## config.mk

```make
export PLATFORM = sky130hd
export DESIGN_NAME = sim_frame_word_parser_top
export DESIGN_NICKNAME = d
export VERILOG_FILES = /design/src/sfwp_pkg.sv /design/src/sim_frame_word_parser_top.sv
export SDC_FILE = /design/constraint.sdc
export NUM_CORES = 1
export LEC_CHECK = 0
export ABC_AREA = 1
export BUFFER_PORTS_ARGS = -buffer_cell sky130_fd_sc_hd__buf_4
export CAP_MARGIN = 0
export CELL_PAD_IN_SITES_DETAIL_PLACEMENT = 0
export CELL_PAD_IN_SITES_GLOBAL_PLACEMENT = 1
export CORE_MARGIN = 8
export CORE_UTILIZATION = 45
export DETAILED_ROUTE_END_ITERATION = 6
export PLACE_DENSITY_LB_ADDON = 0.1
export RECOVER_POWER = 100
export SETUP_SLACK_MARGIN = 0.5
export SLEW_MARGIN = 40
export SYNTH_ARGS = -nofsm -noshare
export SYNTH_HDL_FRONTEND = slang
export SYNTH_SLANG_ARGS = --single-unit
```

## constraint.sdc

```tcl
create_clock -name clk -period 4.4 [get_ports clk]
set_input_delay 0 -clock clk [delete_from_list [all_inputs] [get_ports clk]]
set_output_delay 0 -clock clk [all_outputs]
set_load 0.03 [all_outputs]
```

## src/sfwp_pkg.sv

```systemverilog
// Package with section codes, status codes and a helper function of the frame word parser.
package sfwp_pkg;

	localparam int unsigned WordW  = 32;
	localparam int unsigned CountW = 31;
	localparam int unsigned SecW   = 4;
	localparam int unsigned StatW  = 3;

	localparam logic [WordW-1:0]  MagicV1    = 32'h464D_4953;
	localparam logic [WordW-1:0]  MagicV2    = 32'h464D_4932;
	localparam logic [CountW-1:0] LimitReset = 31'd2000000;

	typedef enum logic [SecW-1:0] {
		SEC_MAGIC = 4'd0,
		SEC_STEP  = 4'd1,
		SEC_TIME  = 4'd2,
		SEC_FLUID = 4'd3,
		SEC_TOTAL = 4'd4,
		SEC_X     = 4'd5,
		SEC_Y     = 4'd6,
		SEC_Z     = 4'd7,
		SEC_DENS  = 4'd8,
		SEC_POS   = 4'd9,
		SEC_QUAT  = 4'd10,
		SEC_HALF  = 4'd11,
		SEC_NONE  = 4'd12
	} sec_t;

	typedef enum logic [StatW-1:0] {
		ST_OK        = 3'd0,
		ST_BAD_MAGIC = 3'd1,
		ST_BAD_COUNT = 3'd2,
		ST_TRUNC     = 3'd3,
		ST_CLEAN_END = 3'd4,
		ST_HALTED    = 3'd5
	} status_t;

	// Returns the next array section after cur that holds at least one word,
	// or the magic section when the frame is complete.
	function automatic sec_t next_sec(sec_t cur, logic tot_nz, logic flu_nz, logic die);
		logic [SEC_HALF:0] nonempty;
		sec_t              res;
		nonempty           = '0;
		nonempty[SEC_X]    = tot_nz;
		nonempty[SEC_Y]    = tot_nz;
		nonempty[SEC_Z]    = tot_nz;
		nonempty[SEC_DENS] = flu_nz;
		nonempty[SEC_POS]  = die;
		nonempty[SEC_QUAT] = die;
		nonempty[SEC_HALF] = die;
		res = SEC_MAGIC;
		for (int i = SEC_HALF; i >= SEC_X; i--) begin
			if ((SecW'(i) > cur) && nonempty[i]) begin
				res = sec_t'(SecW'(i));
			end
		end
		return res;
	endfunction

endpackage

```

## src/sim_frame_word_parser_top.sv

```systemverilog
// Top level of the simulation frame word parser.
// Results are registered: each appears on the output register in the cycle after its input transaction.
// Throughput: one word per cycle; the input is taken whenever the output register
// is empty or being emptied in the same cycle.
// Reset clears the parse state, the sticky halt and the output valid, and loads the
// particle limit with its default of 2000000.
module sim_frame_word_parser_top (
	input  logic                               clk,
	input  logic                               arst_n,
	input  logic                               in_valid,
	output logic                               in_ready,
	input  logic [sfwp_pkg::WordW-1:0]         data_word,
	input  logic                               end_of_stream,
	output logic                               out_valid,
	input  logic                               out_ready,
	output logic [sfwp_pkg::SecW-1:0]          section,
	output logic [sfwp_pkg::CountW-1:0]        element_index,
	output logic [sfwp_pkg::WordW-1:0]         word_out,
	output logic                               frame_has_die,
	output logic                               frame_end,
	output logic [sfwp_pkg::StatW-1:0]         status,
	input  logic                               cfg_wr_en,
	input  logic [sfwp_pkg::CountW-1:0]        cfg_wr_data
);

	localparam int unsigned CW = sfwp_pkg::CountW;
	localparam int unsigned WW = sfwp_pkg::WordW;

	sfwp_pkg::sec_t      phase_q;
	logic [CW-1:0]       elem_cnt_q;
	logic [CW-1:0]       fluid_cnt_q;
	logic [CW-1:0]       total_cnt_q;
	logic [WW-1:0]       fluid_raw_q;
	logic                die_q;
	logic                halted_q;
	logic [CW-1:0]       max_cnt_q;

	logic                out_valid_q;
	sfwp_pkg::sec_t      sec_q;
	logic [CW-1:0]       idx_q;
	logic [WW-1:0]       wout_q;
	logic                has_die_q;
	logic                fend_q;
	sfwp_pkg::status_t   status_q;

	sfwp_pkg::sec_t      phase_d;
	logic [CW-1:0]       elem_cnt_d;
	logic [CW-1:0]       fluid_cnt_d;
	logic [CW-1:0]       total_cnt_d;
	logic [WW-1:0]       fluid_raw_d;
	logic                die_d;
	logic                halted_d;

	sfwp_pkg::sec_t      sec_d;
	logic [CW-1:0]       idx_d;
	logic [WW-1:0]       wout_d;
	logic                has_die_d;
	logic                fend_d;
	sfwp_pkg::status_t   status_d;

	logic                accept;
	logic                counts_ok;
	logic [CW-1:0]       cnt_inc;
	logic [CW-1:0]       sec_len;
	sfwp_pkg::sec_t      nxt;

	assign in_ready = !out_valid_q || out_ready;
	assign accept   = in_valid && in_ready;

	assign counts_ok = !fluid_raw_q[WW-1] && !data_word[WW-1] &&
		(fluid_raw_q <= data_word) && (data_word <= {1'b0, max_cnt_q});
	assign cnt_inc   = elem_cnt_q + CW'(1);

	always_comb begin
		case (phase_q)
			sfwp_pkg::SEC_X, sfwp_pkg::SEC_Y, sfwp_pkg::SEC_Z: sec_len = total_cnt_q;
			sfwp_pkg::SEC_DENS: sec_len = fluid_cnt_q;
			sfwp_pkg::SEC_POS, sfwp_pkg::SEC_HALF: sec_len = die_q ? CW'(3) : '0;
			sfwp_pkg::SEC_QUAT: sec_len = die_q ? CW'(4) : '0;
			default: sec_len = '0;
		endcase
	end

	always_comb begin
		phase_d     = phase_q;
		elem_cnt_d  = elem_cnt_q;
		fluid_cnt_d = fluid_cnt_q;
		total_cnt_d = total_cnt_q;
		fluid_raw_d = fluid_raw_q;
		die_d       = die_q;
		halted_d    = halted_q;
		sec_d       = sfwp_pkg::SEC_NONE;
		idx_d       = '0;
		wout_d      = '0;
		has_die_d   = 1'b0;
		fend_d      = 1'b0;
		status_d    = sfwp_pkg::ST_OK;
		nxt         = sfwp_pkg::SEC_MAGIC;

		if (halted_q) begin
			status_d = sfwp_pkg::ST_HALTED;
		end else if (end_of_stream) begin
			if (phase_q == sfwp_pkg::SEC_MAGIC) begin
				status_d = sfwp_pkg::ST_CLEAN_END;
			end else begin
				status_d  = sfwp_pkg::ST_TRUNC;
				has_die_d = die_q;
			end
			halted_d = 1'b1;
		end else begin
			sec_d  = phase_q;
			wout_d = data_word;
			case (phase_q)
				sfwp_pkg::SEC_MAGIC: begin
					if (data_word == sfwp_pkg::MagicV1 || data_word == sfwp_pkg::MagicV2) begin
						die_d   = (data_word == sfwp_pkg::MagicV2);
						phase_d = sfwp_pkg::SEC_STEP;
					end else begin
						die_d    = 1'b0;
						status_d = sfwp_pkg::ST_BAD_MAGIC;
						halted_d = 1'b1;
					end
				end
				sfwp_pkg::SEC_STEP: phase_d = sfwp_pkg::SEC_TIME;
				sfwp_pkg::SEC_TIME: phase_d = sfwp_pkg::SEC_FLUID;
				sfwp_pkg::SEC_FLUID: begin
					fluid_raw_d = data_word;
					phase_d     = sfwp_pkg::SEC_TOTAL;
				end
				sfwp_pkg::SEC_TOTAL: begin
					if (!counts_ok) begin
						status_d = sfwp_pkg::ST_BAD_COUNT;
						halted_d = 1'b1;
					end else begin
						fluid_cnt_d = fluid_raw_q[CW-1:0];
						total_cnt_d = data_word[CW-1:0];
						elem_cnt_d  = '0;
						nxt = sfwp_pkg::next_sec(sfwp_pkg::SEC_TOTAL,
							data_word[CW-1:0] != '0, fluid_raw_q[CW-1:0] != '0, die_q);
						phase_d = nxt;
						fend_d  = (nxt == sfwp_pkg::SEC_MAGIC);
					end
				end
				sfwp_pkg::SEC_X, sfwp_pkg::SEC_Y, sfwp_pkg::SEC_Z, sfwp_pkg::SEC_DENS,
				sfwp_pkg::SEC_POS, sfwp_pkg::SEC_QUAT, sfwp_pkg::SEC_HALF: begin
					idx_d      = elem_cnt_q;
					elem_cnt_d = cnt_inc;
					if (cnt_inc >= sec_len) begin
						elem_cnt_d = '0;
						nxt = sfwp_pkg::next_sec(phase_q, total_cnt_q != '0,
							fluid_cnt_q != '0, die_q);
						phase_d = nxt;
						fend_d  = (nxt == sfwp_pkg::SEC_MAGIC);
					end
				end
				default: begin
					phase_d = sfwp_pkg::SEC_MAGIC;
					sec_d   = sfwp_pkg::SEC_NONE;
					wout_d  = '0;
				end
			endcase
			has_die_d = die_q && !(phase_q == sfwp_pkg::SEC_MAGIC && status_d != sfwp_pkg::ST_OK);
			if (phase_q == sfwp_pkg::SEC_MAGIC) begin
				has_die_d = die_d;
			end
			if (fend_d) begin
				die_d = 1'b0;
			end
		end
	end

	always_ff @(posedge clk or negedge arst_n) begin
		if (!arst_n) begin
			phase_q     <= sfwp_pkg::SEC_MAGIC;
			elem_cnt_q  <= '0;
			fluid_cnt_q <= '0;
			total_cnt_q <= '0;
			fluid_raw_q <= '0;
			die_q       <= 1'b0;
			halted_q    <= 1'b0;
			max_cnt_q   <= sfwp_pkg::LimitReset;
			out_valid_q <= 1'b0;
		end else begin
			if (cfg_wr_en) begin
				max_cnt_q <= cfg_wr_data;
			end
			if (accept) begin
				phase_q     <= phase_d;
				elem_cnt_q  <= elem_cnt_d;
				fluid_cnt_q <= fluid_cnt_d;
				total_cnt_q <= total_cnt_d;
				fluid_raw_q <= fluid_raw_d;
				die_q       <= die_d;
				halted_q    <= halted_d;
				out_valid_q <= 1'b1;
			end else if (out_ready) begin
				out_valid_q <= 1'b0;
			end
		end
	end

	always_ff @(posedge clk) begin
		if (accept) begin
			sec_q     <= sec_d;
			idx_q     <= idx_d;
			wout_q    <= wout_d;
			has_die_q <= has_die_d;
			fend_q    <= fend_d;
			status_q  <= status_d;
		end
	end

	assign out_valid     = out_valid_q;
	assign section       = sec_q;
	assign element_index = idx_q;
	assign word_out      = wout_q;
	assign frame_has_die = has_die_q;
	assign frame_end     = fend_q;
	assign status        = status_q;

endmodule

```

# Word level (Yosys, flattened, before mapping)
# Index checks and enable logic that the tools add are counted.
dict set report op_classes {
  eq_ne 16
  mul 0
  muxes 53
  bitwise_logic 4
  order_cmp 10
  addsub 1
  n_div 0
  n_reduce_logical 41
  shifts 0
}
# operator n
set op_table {}
lappend op_table {{one-hot mux 31 bit (4 select lines)} 1}
lappend op_table {{nonzero test 31 bit} 4}
lappend op_table {{2-to-1 mux 4 bit} 21}
lappend op_table {{== test 32 x 31 -> 1 bit (second input constant)} 2}
lappend op_table {{2-to-1 mux 31 bit} 2}
lappend op_table {{one-hot mux 31 bit (2 select lines)} 1}
lappend op_table {{<= comparator 32 x 31 -> 1 bit} 1}
lappend op_table {{<= comparator 32 bit} 1}
lappend op_table {{adder 31 x 1 -> 31 bit (second input constant)} 1}
lappend op_table {{greater-or-equal comparator 31 bit} 1}
lappend op_table {{one-hot mux 4 bit (6 select lines)} 1}
lappend op_table {{2-to-1 mux 1 bit} 17}
lappend op_table {{== test 4 x 3 -> 1 bit (second input constant)} 4}
lappend op_table {{== test 4 bit (second input constant)} 4}
lappend op_table {{> comparator 4 bit (first input constant)} 4}
lappend op_table {{2-to-1 mux 3 bit} 5}
lappend op_table {{logical AND 1 bit} 13}
lappend op_table {{> comparator 3 x 4 -> 1 bit (first input constant)} 3}
lappend op_table {{zero test 4 bit} 3}
lappend op_table {{OR reduction 12 bit} 1}
lappend op_table {{AND reduction 5 bit} 2}
lappend op_table {{OR reduction 3 bit} 3}
lappend op_table {{== test 4 x 2 -> 1 bit (second input constant)} 2}
lappend op_table {{OR reduction 7 bit} 1}
lappend op_table {{14 further kinds} 27}
dict set report totals {
  ramBits 0
  inputBits 69
  romBits 0
  register_bits 235
  n_memories 0
  wordCells 140
  latchBits 0
}

# Longest topological paths before layout
dict set report depth {
  depth_word 19
  mapped_depth 23
  depth_no_buf 23
}

# Worst setup path after synthesis
# No wires, ideal clock.
dict set report synth_timing {
  path_type {reg-to-reg}
  startpoint {register out_valid_q (netlist: out_valid)}
  endpoint {register phase_q[1]}
  arrival_time_ns 2.979
  path_stages_with_launch 7
  period_less_slack_ns 3.105
  path_slack_ns 1.295
  path_cell_list {dfrtp_1 -> nand2_1 -> nand2_1 -> inv_1 -> nand3_1 -> nand2_1 -> nand2_1}
}
dict set report synth_via {
  elab_chain_cells 4
}
# element line_no
set synth_lines {}
lappend synth_lines {{from (decl)} sim_frame_word_parser_top.sv:38} ;# logic out_valid_q;
lappend synth_lines {{from (signal assigned)} sim_frame_word_parser_top.sv:182} ;# out_valid_q <= 1'b0;
lappend synth_lines {{from (signal assigned)} sim_frame_word_parser_top.sv:195} ;# out_valid_q <= 1'b1;
lappend synth_lines {{from (signal assigned)} sim_frame_word_parser_top.sv:197} ;# out_valid_q <= 1'b0;
lappend synth_lines {{zero test 1 bit} sim_frame_word_parser_top.sv:67} ;# assign in_ready = !out_valid_q || out_ready;
lappend synth_lines {{logical OR 1 bit} sim_frame_word_parser_top.sv:67}
lappend synth_lines {{net in_ready} sim_frame_word_parser_top.sv:11} ;# output logic in_ready,
lappend synth_lines {{logical AND 1 bit} sim_frame_word_parser_top.sv:68} ;# assign accept = in_valid && in_ready;
lappend synth_lines {{net accept} sim_frame_word_parser_top.sv:61} ;# logic accept;
lappend synth_lines {{AND reduction 6 bit (no source line)} n/a}
lappend synth_lines {{to (signal assigned)} sim_frame_word_parser_top.sv:174} ;# phase_q <= sfwp_pkg::SEC_MAGIC;
lappend synth_lines {{to (signal assigned)} sim_frame_word_parser_top.sv:188} ;# phase_q <= phase_d;
lappend synth_lines {{to (decl)} sim_frame_word_parser_top.sv:29} ;# sfwp_pkg::sec_t phase_q;
# The timed path passes the listed nets, and every way through them passes these cells.
# A chain may end at the register's enable or synchronous reset.

# Worst setup path after layout
dict set report layout_timing {
  startpoint {register phase_q[3]}
  endpoint {register elem_cnt_q[13]}
}
dict set report layout_via {
  elab_chain_cells 6
  elab_cells_between_ends 18
  cone_classes {order compare (1); eq/ne (9); mux (3); reduce/logical (5)}
}
# element line_no
set layout_lines {}
lappend layout_lines {{== test 4 x 3 -> 1 bit / == test 4 bit (equally long branches)} {sim_frame_word_parser_top.sv:75, sim_frame_word_parser_top.sv:113}}
lappend layout_lines {{OR reduction 3 bit / OR reduction 2 bit (equally long branches)} sim_frame_word_parser_top.sv:75} ;# case (phase_q)
lappend layout_lines {{one-hot mux 31 bit (4 select lines)} sim_frame_word_parser_top.sv:75}
lappend layout_lines {{greater-or-equal comparator 31 bit} sim_frame_word_parser_top.sv:148} ;# if (cnt_inc >= sec_len) begin
lappend layout_lines {{2-to-1 mux 31 bit} sim_frame_word_parser_top.sv:148}
lappend layout_lines {{one-hot mux 31 bit (2 select lines)} sim_frame_word_parser_top.sv:113} ;# case (phase_q)
lappend layout_lines {{to (signal assigned)} sim_frame_word_parser_top.sv:189} ;# elem_cnt_q <= elem_cnt_d;
lappend layout_lines {{to (decl)} sim_frame_word_parser_top.sv:30} ;# logic [CW-1:0] elem_cnt_q;
# Several ways; a longest one is shown, not always the timed one.

==> flow_metrics.py <==
metrics = {
    "outcome": {
        "outcome": "finished, violations left",
        "violations": "hold timing, capacitance limit, slew limit",
    },
    "clocking": {
        "numCtsBuffers": 28,
        "tritoncts": "done",
        "clk_latency_ps": 550,
        "htreeDepth": 1,
        "clockBufferDepth": 3,
        "clock-sinks": 235,
        "cts.clk_slew.worst_paths_ps": 60,
        "root_buffer": "clkbuf_16",
    },
    "synthesis": {
        "yosysUniqueCellTypes": 47,
        "postSynthAreaPerCell_um2": 8.21,
        "synth_area_um2": 13300,
        "ys_seq_area_share_pct": 47.1,
        "netlist_instances": 1615,
        "synthMuxAreaShare_pct": 0.0849,
        "synth-seq-cells": 235,
        "yosysWarnings": 0,
        "synthSimpleGateAreaFrac_pct": 24.4,
        "synth_xor_area_share_pct": 1.59,
        "yosys.area_share.adder_pct": 9.06,
        "synth_top_family_by_area": "simple AND/OR/NAND/NOR gates",
        "synth_compound_area_share_pct": 9.55,
        "syn-num-nets": 1780,
    },
    "routing": {
        "wl_um": 35900,
        "wl_per_cell_um": 15.7,
        "antenna_left": 0,
        "vias_per_cell": 5.01,
        "drt-pass1-iter-count": 5,
        "first_iter_violations": 766,
        "drc": 0,
        "vias": 11500,
    },
    "floorplanning": {
        "start_util_pct": 45.2,
        "fp.dieW_um": 188,
        "fp.dieH_um": 188,
        "std_cell_rows": 63,
        "dieArea_um2": 35200,
        "pin_count": 143,
        "core_area_um2": 29300,
    },
    "global_routing": {
        "grtUsageTotal_pct": 20.2,
        "grt_max_degree": 95,
        "overflow": 0,
        "grt_pass1_vias": 11600,
        "grt_pass1_wl_um": 59200,
        "antenna_found_initial": 0,
    },
    "run": {
        "max-cap-violations": 4,
    },
    "power": {
        "p_per_area_nw_per_um2": 431,
        "p_sw_mw": 2.40,
        "leakagePower_nw": 7.67,
        "clkPwrFrac_pct": 34.2,
        "switching_share_pct": 33.6,
        "internal-power_mw": 4.74,
        "power.ir.vdd_worst_mv": 0.274,
        "p_seq_share_pct": 40.0,
        "p_comb_share_pct": 25.9,
    },
    "critical_path": {
        "crit_path_end_kind": "flop",
        "cp.arrival_ps": 4100,
        "crit_required_ps": 4850,
        "critPathLaunchType": "flop",
        "path_class": "reg2reg",
        "path_max_fanout": 27,
    },
    "timing": {
        "fin_skew_ps": 19.2,
        "fin_crit_sh_pct": 83.1,
        "slew_violations": 240,
        "tns_ps": 0,
        "setup_viol": 0,
        "tightestPinTransition_ps": 2410,
        "grt_setup_unrepaired": "false",
        "finalHoldViolCount": 1,
        "hold_slack_ps": -5.96,
        "clock.fmax_mhz": 273,
        "maxSlewHeadroom_pct": -60.9,
        "min_period_ps": 3660,
    },
    "layout": {
        "final_layout_size_suffix_gt1_share_pct": 9.26,
        "antenna_cells": 0,
        "finalNetCount": 2043,
        "design_area_um2": 16600,
        "syn2layout_area_growth_pct": 24.9,
        "postLayoutCoreUtil_pct": 56.5,
    },
    "hold_path": {
        "hold_class": "in2reg",
    },
    "placed_design": {
        "dpl.hpwl_um": 25600,
        "placed_cell_area_um2": 14700,
        "numPortBuffers": 142,
        "routabilityCongestion": 0.856,
    },
}
worst max-delay path: stages (launching register included):
cell,delay [ps]
dfrtp_1,480
inv_1,170
nor2_1,240
inv_1,100
nor2_2,80
buf_4,270
inv_1,150
o21ai_0,210
inv_1,80
ha_1,310
a21oi_1,170
o21a_1,140
nand2_1,50
a21oi_1,140
nand3_1,190
nor2_4,250
clkbuf_4,180
clkbuf_4,120
nand2_1,50
o21ai_0,150
per-layer routing:
metal  global-route usage (%)  wire [um]
met5                        0          0
met4                     4.97        691
met3                     3.86       1810
met2                     33.5      16700
met1                     26.9      16700
synthesized netlist by cell type (all sizes together):
library cell    n  area, um^2
a32o            1        10.0
a31oi           1        6.26
and2            1        6.26
a221o           1        10.0
a21oi          49         245
o21bai          3        22.5
o21ai         170         858
mux2            1        11.3
and2b           1        7.51
nand3          61         315
ha             96        1200
nor3           26         173
or2             2        12.5
a211oi          1        7.51
inv           219         822
dfrtp         156        3900
nor4           10        90.1
a22o            2        17.5
nand4          39         244
nand2         428        1640
clkbuf         21        78.8
edfxtp         72        2160
dfstp           7         184
buf            27         188
o22ai           3        18.8
nor2          182         733
and3            1        6.26
xor2           24         210
o21a            4        30.0
a21o            3        22.5
nand3b          1        7.51
a221oi          2        17.5
power groups by stage:
stage	Combinational, mW	Sequential (mW)	Clock [mW]
after floorplan	1.15	2.92	0
after global placement	1.79	2.88	0
after detailed placement	1.82	2.88	0
after CTS	1.92	2.85	2.50
after global routing	2.12	2.89	2.60
final	1.85	2.85	2.44
cells by family after synthesis:
| logic type | count (synthesis) |
|---|---|
| flops | 235 |
| buf+inv | 267 |
| compound gates | 240 |
| fa+ha+maj | 96 |
| mux | 1 |
| xor+xnor | 24 |
| simple gates | 752 |
layout by cell type, fill, tap and decap left out, types with 5 or more instances in the layout:
cell type,count
nor3_1,20
ha_1,96
xor2_1,24
buf_4,42
dfstp_2,7
o21ai_0,159
inv_1,206
nand2_1,422
clkbuf_1,83
clkbuf_4,32
nand3_1,59
clkbuf_16,30
nor2_4,5
inv_2,12
clkinv_2,6
dfrtp_1,155
nor4_1,7
nand4_1,39
nor2_2,6
o21ai_1,11
dlygate4sd3_1,124
a21oi_1,49
edfxtp_1,72
nor2_1,172
timing repair:
action	in CTS	in global routing
setup endpoints to repair	0	27
buffers inserted	0	3
gates resized for setup	0	4
hold buffers	124	0
hold endpoints to repair	223	0
state kept, by name, summed over array words and instances, names as in the netlist, 3 cells and up:
signal and count:
word_out 32, phase_q 4, section 4, element_index 31
elem_cnt_q 31, status 3, total_cnt_q 31, fluid_cnt_q 31
max_cnt_q 31, fluid_raw_q 32
per-stage QoR:
step,worst slack (ps),total power [mW],hold slack [ps],cells
finish,743,7.14,-5.96,2290
global route,372,7.61,59.9,2290
CTS,715,7.26,10.1,2286
detailed placement,734,4.70,55.0,2110
global placement,871,4.66,128,2110
floorplan,1300,4.06,-296,1615
path summary, 6_finish.rpt:
check	cells past startpoint	end	from	slack [ps]
min reg2reg	2	fluid_cnt_q[30]	fluid_cnt_q[30]	480
max reg2reg	19	elem_cnt_q[13]	phase_q[3]	740
max	19	elem_cnt_q[13]	phase_q[3]	740
min	2	max_cnt_q[27]	cfg_wr_en	-6
max in group asynchronous	3	elem_cnt_q[15]	arst_n	1620
min in group asynchronous	2	max_cnt_q[23]	arst_n	690
layout make-up:
class / instances / area (um^2)
timing repair buffer: 280 / 2110
multi-input combinational: 1114 / 5910
clock buffer: 38 / 801
clock inverter: 14 / 178
inverter: 219 / 823
sequential: 235 / 6250
fill: 2751 / 12800
tap: 390 / 488
No activity file was read; power rests on OpenSTA's default activity.
